`config.mk`:
```
export PLATFORM = sky130hd
export DESIGN_NAME = e2e5_back
export DESIGN_NICKNAME = d
export VERILOG_FILES = /design/src/rtl/core/e2e5_pkg.sv /design/src/rtl/core/e2e5_back.sv
export SDC_FILE = /design/constraint.sdc
export NUM_CORES = 1
export LEC_CHECK = 0
export ABC_AREA = 1
export BUFFER_PORTS_ARGS = -buffer_cell sky130_fd_sc_hd__buf_2
export CORE_MARGIN = 2
export CORE_UTILIZATION = 58
export CTS_BUF_LIST = sky130_fd_sc_hd__clkbuf_8 sky130_fd_sc_hd__clkbuf_16
export DETAILED_ROUTE_END_ITERATION = 10
export PLACE_DENSITY = 0.88
export SYNTH_ARGS = -nofsm -noshare
export SYNTH_HDL_FRONTEND = slang
export SYNTH_SLANG_ARGS = --single-unit
```
`constraint.sdc`:
```
create_clock -name aclk -period 8.1 [get_ports aclk]
set_input_delay 0.405 -clock aclk [delete_from_list [all_inputs] [get_ports aclk]]
set_output_delay 0.405 -clock aclk [all_outputs]
set_load 0.01 [all_outputs]
```
`src/rtl/core/e2e5_pkg.sv`:
```
package e2e5_pkg;

    // widths of the header position logic
    localparam int OFF_W       = 12;
    localparam int POS_W       = 13;
    localparam logic [POS_W-1:0] POS_LIMIT = 13'd8191;

    // crc-16/ccitt-false
    localparam logic [15:0] CRC_INIT = 16'hFFFF;
    localparam logic [15:0] CRC_POLY = 16'h1021;

    // frame summary queue between front and back
    localparam int FIFO_DEPTH = 4;
    localparam int FIFO_AW    = $clog2(FIFO_DEPTH);
    localparam int FIFO_CW    = $clog2(FIFO_DEPTH + 1);

    // register indexes on the apb port
    localparam logic [1:0] REG_HEADER_OFFSET    = 2'd0;
    localparam logic [1:0] REG_DATA_ID          = 2'd1;
    localparam logic [1:0] REG_MAX_COUNTER_STEP = 2'd2;

    // verdict codes
    typedef enum logic [2:0] {
        V_OK         = 3'd0,
        V_REPEATED   = 3'd1,
        V_WRONG_SEQ  = 3'd2,
        V_CRC_ERR    = 3'd3,
        V_TOO_SHORT  = 3'd4
    } verdict_t;

    // what the front hands over at the last byte of a pdu
    typedef struct packed {
        logic        too_short;
        logic [15:0] crc;
        logic [15:0] stored_crc;
        logic [7:0]  counter;
    } frame_sum_t;

    // one byte through the crc, msb first
    function automatic logic [15:0] crc_feed(input logic [15:0] crc_in, input logic [7:0] b);
        logic [15:0] c;
        c = crc_in ^ {b, 8'h00};
        for (int k = 0; k < 8; k++) begin
            if (c[15]) begin
                c = {c[14:0], 1'b0} ^ CRC_POLY;
            end else begin
                c = {c[14:0], 1'b0};
            end
        end
        return c;
    endfunction

endpackage

```
`src/rtl/core/e2e5_back.sv`:
```
module e2e5_back (
    input  logic                    aclk,
    input  logic                    aresetn,
    input  logic                    fifo_empty,
    input  e2e5_pkg::frame_sum_t    pop_data,
    output logic                    pop,
    input  logic [15:0]             data_id,
    input  logic [7:0]              max_counter_step,
    output logic                    m_axis_tvalid,
    input  logic                    m_axis_tready,
    output logic [15:0]             m_axis_tdata    // [2:0] verdict, [10:3] received_counter
);
    import e2e5_pkg::*;

    // stage a: crc after the data id low byte
    logic        a_valid_reg;
    logic        a_short_reg;
    logic [15:0] a_crc_reg;
    logic [15:0] a_stored_reg;
    logic [7:0]  a_cnt_reg;

    // output register
    logic        m_valid_reg;
    verdict_t    m_verdict_reg;
    logic [7:0]  m_cnt_reg;

    // counter history
    logic        hist_valid_reg;
    logic [7:0]  prev_cnt_reg;

    logic        a_adv;
    logic [15:0] crc_final;
    logic [7:0]  delta;
    verdict_t    verdict_next;
    logic [7:0]  rx_next;
    logic        hist_upd;

    assign a_adv = a_valid_reg && (!m_valid_reg || m_axis_tready);
    assign pop   = !fifo_empty && (!a_valid_reg || a_adv);

    // final crc, compare and counter window
    assign crc_final = crc_feed(a_crc_reg, data_id[15:8]);
    assign delta     = a_cnt_reg - prev_cnt_reg;

    always_comb begin
        verdict_next = V_OK;
        rx_next      = a_cnt_reg;
        hist_upd     = 1'b0;
        if (a_short_reg) begin
            verdict_next = V_TOO_SHORT;
            rx_next      = '0;
        end else if (crc_final != a_stored_reg) begin
            verdict_next = V_CRC_ERR;
        end else begin
            hist_upd = 1'b1;
            if (!hist_valid_reg) begin
                verdict_next = V_OK;
            end else if (delta == '0) begin
                verdict_next = V_REPEATED;
            end else if (delta <= max_counter_step) begin
                verdict_next = V_OK;
            end else begin
                verdict_next = V_WRONG_SEQ;
            end
        end
    end

    // stage a and output register payload
    always_ff @(posedge aclk) begin
        if (pop) begin
            a_short_reg  <= pop_data.too_short;
            a_crc_reg    <= crc_feed(pop_data.crc, data_id[7:0]);
            a_stored_reg <= pop_data.stored_crc;
            a_cnt_reg    <= pop_data.counter;
        end
        if (a_adv) begin
            m_verdict_reg <= verdict_next;
            m_cnt_reg     <= rx_next;
        end
    end

    // control and history
    always_ff @(posedge aclk) begin
        if (!aresetn) begin
            a_valid_reg    <= 1'b0;
            m_valid_reg    <= 1'b0;
            hist_valid_reg <= 1'b0;
            prev_cnt_reg   <= '0;
        end else begin
            if (pop) begin
                a_valid_reg <= 1'b1;
            end else if (a_adv) begin
                a_valid_reg <= 1'b0;
            end
            if (a_adv) begin
                m_valid_reg <= 1'b1;
            end else if (m_axis_tready) begin
                m_valid_reg <= 1'b0;
            end
            if (a_adv && hist_upd) begin
                hist_valid_reg <= 1'b1;
                prev_cnt_reg   <= a_cnt_reg;
            end
        end
    end

    assign m_axis_tvalid = m_valid_reg;
    assign m_axis_tdata  = {5'b00000, m_cnt_reg, m_verdict_reg};

endmodule
```
==> impl_metrics.json <==
{
  "drt-vias-per-instance": 5.06,
  "cts_tree": "built",
  "worstPathRequired_ns": 8.18,
  "layout_common_cells": "nand2_1, inv_1, buf_2",
  "route.detailed.wl_per_inst_um": 13.1,
  "yosysTopAreaCell": "edfxtp_1",
  "yosys_warnings": 0,
  "die_area_um2": 7090,
  "whs_endpoint": "a_stored_reg[9]$_DFFE_PP_",
  "antenna_found_initial": 1,
  "r2r_end": "m_verdict_reg[1]$_SDFFCE_PP0P_",
  "fin_skew_ns": 0.0137,
  "min_path_cells": 1,
  "finalSetupViolations": 0,
  "ys_seq_area_share_pct": 47.8,
  "fin_crit_sh_pct": 36.9,
  "synthTopCellsByArea": "edfxtp_1, nand2_1, inv_1",
  "synth_cells": 438,
  "place.gp.congestion": 0.884,
  "hpwl_mm": 6.02,
  "min_period_ns": 2.99,
  "post-cts-setup-buffer-count": 0,
  "first_iter_violations": 130,
  "clock_latency_ns": 0.35,
  "netlist_area_um2": 3730,
  "cts_buffers": 9,
  "hold_class": "in -> reg",
  "ys_types": 30,
  "cts_resized": 0,
  "start_kind": "flop",
  "area.growth.synth_to_final_pct": 18.6,
  "vias": 3089,
  "hold_viol_final": 0,
  "cts.path.max_buffers": 2,
  "grt_overflow": 0,
  "critPathCaptureType": "flop",
  "path_class": "reg -> reg",
  "r2r_start": "a_cnt_reg[0]$_DFFE_PP_",
  "fillCellCount": 440,
  "final_common_cell": "nand2_1",
  "crit_path_max_fanout": 3,
  "slew_violations": 0,
  "drtPass1Iterations": 5,
  "fp.dieW_um": 84.2,
  "syn_avg_cell_area_um2": 8.52,
  "relSlewSlack_pct": 63.8,
  "cts.sinks": 63,
  "p_leak_nw": 2.25,
  "htree_levels": 3,
  "setup_tns_ns": 0,
  "worst_pin_slew_ns": 0.543,
  "cts.clk_slew.worst_paths_ns": 0.08,
  "rsz0062_at_grt": "false",
  "min_from": "pop_data[17]",
  "coreArea_um2": 6280,
  "port_buffers": 81,
  "cts-root-buf": "clkbuf_8",
  "ios": 87,
  "clock.fmax_mhz": 335,
  "fin_nets": 613,
  "grt_first_pass_wirelength_mm": 13.3,
  "p_per_area_nw_per_um2": 196,
  "status": "completed",
  "drt-total-wl_mm": 7.99,
  "r2r_slack_ns": 5.11,
  "cp_data_arrival_time_ns": 3.06,
  "grt_pass1_vias": 3147,
  "grt.total_usage_pct": 23.9,
  "diodes": 0,
  "die_h_um": 84.2,
  "drive_gt1_share_pct": 22.0,
  "initial_core_util_pct": 59.4,
  "postCtsHoldBufs": 0,
  "drc": 0,
  "grt_max_degree": 43,
  "setup_ws_ns": 5.11,
  "synth_top_area_share_pct": 41.9,
  "ant_nets": 0,
  "max_cap_violations": 0,
  "post-place-ws_ns": 5.23,
  "ys_ff_latch": 63,
  "rows": 29,
  "vdd_drop_max_mv": 0.144,
  "r2r_cells": 14
}
[cell type report]
type	instances	area [um2]	share of cell area [%]
Clock buffer	10	138	3.11
Sequential cell	63	1780	40.3
Clock inverter	6	77.6	1.75
Inverter	84	315	7.13
Multi-Input combinational cell	288	1600	36.2
Timing Repair Buffer	82	413	9.33
Tap cell	77	96.3	2.18
[through the flow]
step                      instances  total power [mW]  hold WS (ns)  instance area (um2)  util, %
after floorplan                 442             0.520         0.443                 3740        -
after global placement          594             0.559         0.484                 4210     67.1
after detailed placement        594             0.571         0.505                 4210     67.1
after CTS                       610             0.870         0.217                 4420     70.5
after global routing            610             0.909         0.211                 4420     70.5
final                           610             0.866         0.224                 4420     70.5
[cell families (layout without fill, tap and decap cells)]
kind of cell,after synthesis,in the layout,synth area share (%)
AO/OA/AOI/OAI,18,18,2.65
AND/OR/NAND/NOR,212,212,25.6
other,1,5,0.101
XOR/XNOR,37,37,8.69
flip-flops,63,63,47.8
adder cells (fa/ha/maj),16,16,5.57
buffers and inverters,91,182,9.66
[critical path, cell delays in order, from the launching register on]
cell and delay [ns]:
edfxtp_1 0.36, inv_1 0.11, ha_1 0.19, inv_1 0.09
fa_1 0.43, nand4_1 0.12, nand3_1 0.08, xor2_1 0.25
inv_1 0.10, ha_1 0.29, nand2_1 0.09, o41ai_1 0.39
a21oi_1 0.08, nand2_1 0.08, a21oi_1 0.06
[cell usage after synthesis (all sizes together)]
| master | instances |
|---|---|
| nand3 | 19 |
| inv | 84 |
| nor2 | 27 |
| nor3b | 1 |
| o41ai | 1 |
| o21ai | 2 |
| xnor2 | 19 |
| a21oi | 13 |
| o21a | 1 |
| buf | 5 |
| conb | 1 |
| edfxtp | 52 |
| nand2 | 145 |
| a211oi | 1 |
| fa | 1 |
| ha | 15 |
| nand4 | 13 |
| nand3b | 4 |
| xor2 | 18 |
| and2 | 1 |
| clkbuf | 2 |
| dfxtp | 11 |
| or2 | 2 |
[metal layers]
| metal | share of wire [%] | GRT usage [%] |
|---|---|---|
| met1 | 36 | 25.2 |
| met2 | 54 | 44.2 |
| met3 | 6.8 | 5.51 |
| met4 | 3.1 | 12.3 |
| met5 | 0 | 0 |
[power breakdown]
| group | leakage [nW] | switching (mW) | internal [mW] |
|---|---|---|---|
| registers | 0.594 | 0.0137 | 0.381 |
| logic | 1.54 | 0.104 | 0.0673 |
| clock network | 0.119 | 0.122 | 0.178 |
| total | 2.25 | 0.240 | 0.627 |
[worst max-delay path by stage]
stage	start	endpoint	slack, ns	depth (start not counted)
final	a_cnt_reg[0]$_DFFE_PP_	m_verdict_reg[1]$_SDFFCE_PP0P_	5.11	14
after global routing	a_cnt_reg[4]$_DFFE_PP_	m_verdict_reg[1]$_SDFFCE_PP0P_	4.91	13
after CTS	a_cnt_reg[4]$_DFFE_PP_	m_verdict_reg[1]$_SDFFCE_PP0P_	5.14	13
after detailed placement	a_cnt_reg[4]$_DFFE_PP_	m_verdict_reg[1]$_SDFFCE_PP0P_	5.23	13
after global placement	a_cnt_reg[2]$_DFFE_PP_	m_verdict_reg[1]$_SDFFCE_PP0P_	5.37	14
after floorplan	a_cnt_reg[2]$_DFFE_PP_	m_verdict_reg[1]$_SDFFCE_PP0P_	5.47	14
Power figures use the tool's default switching activity.
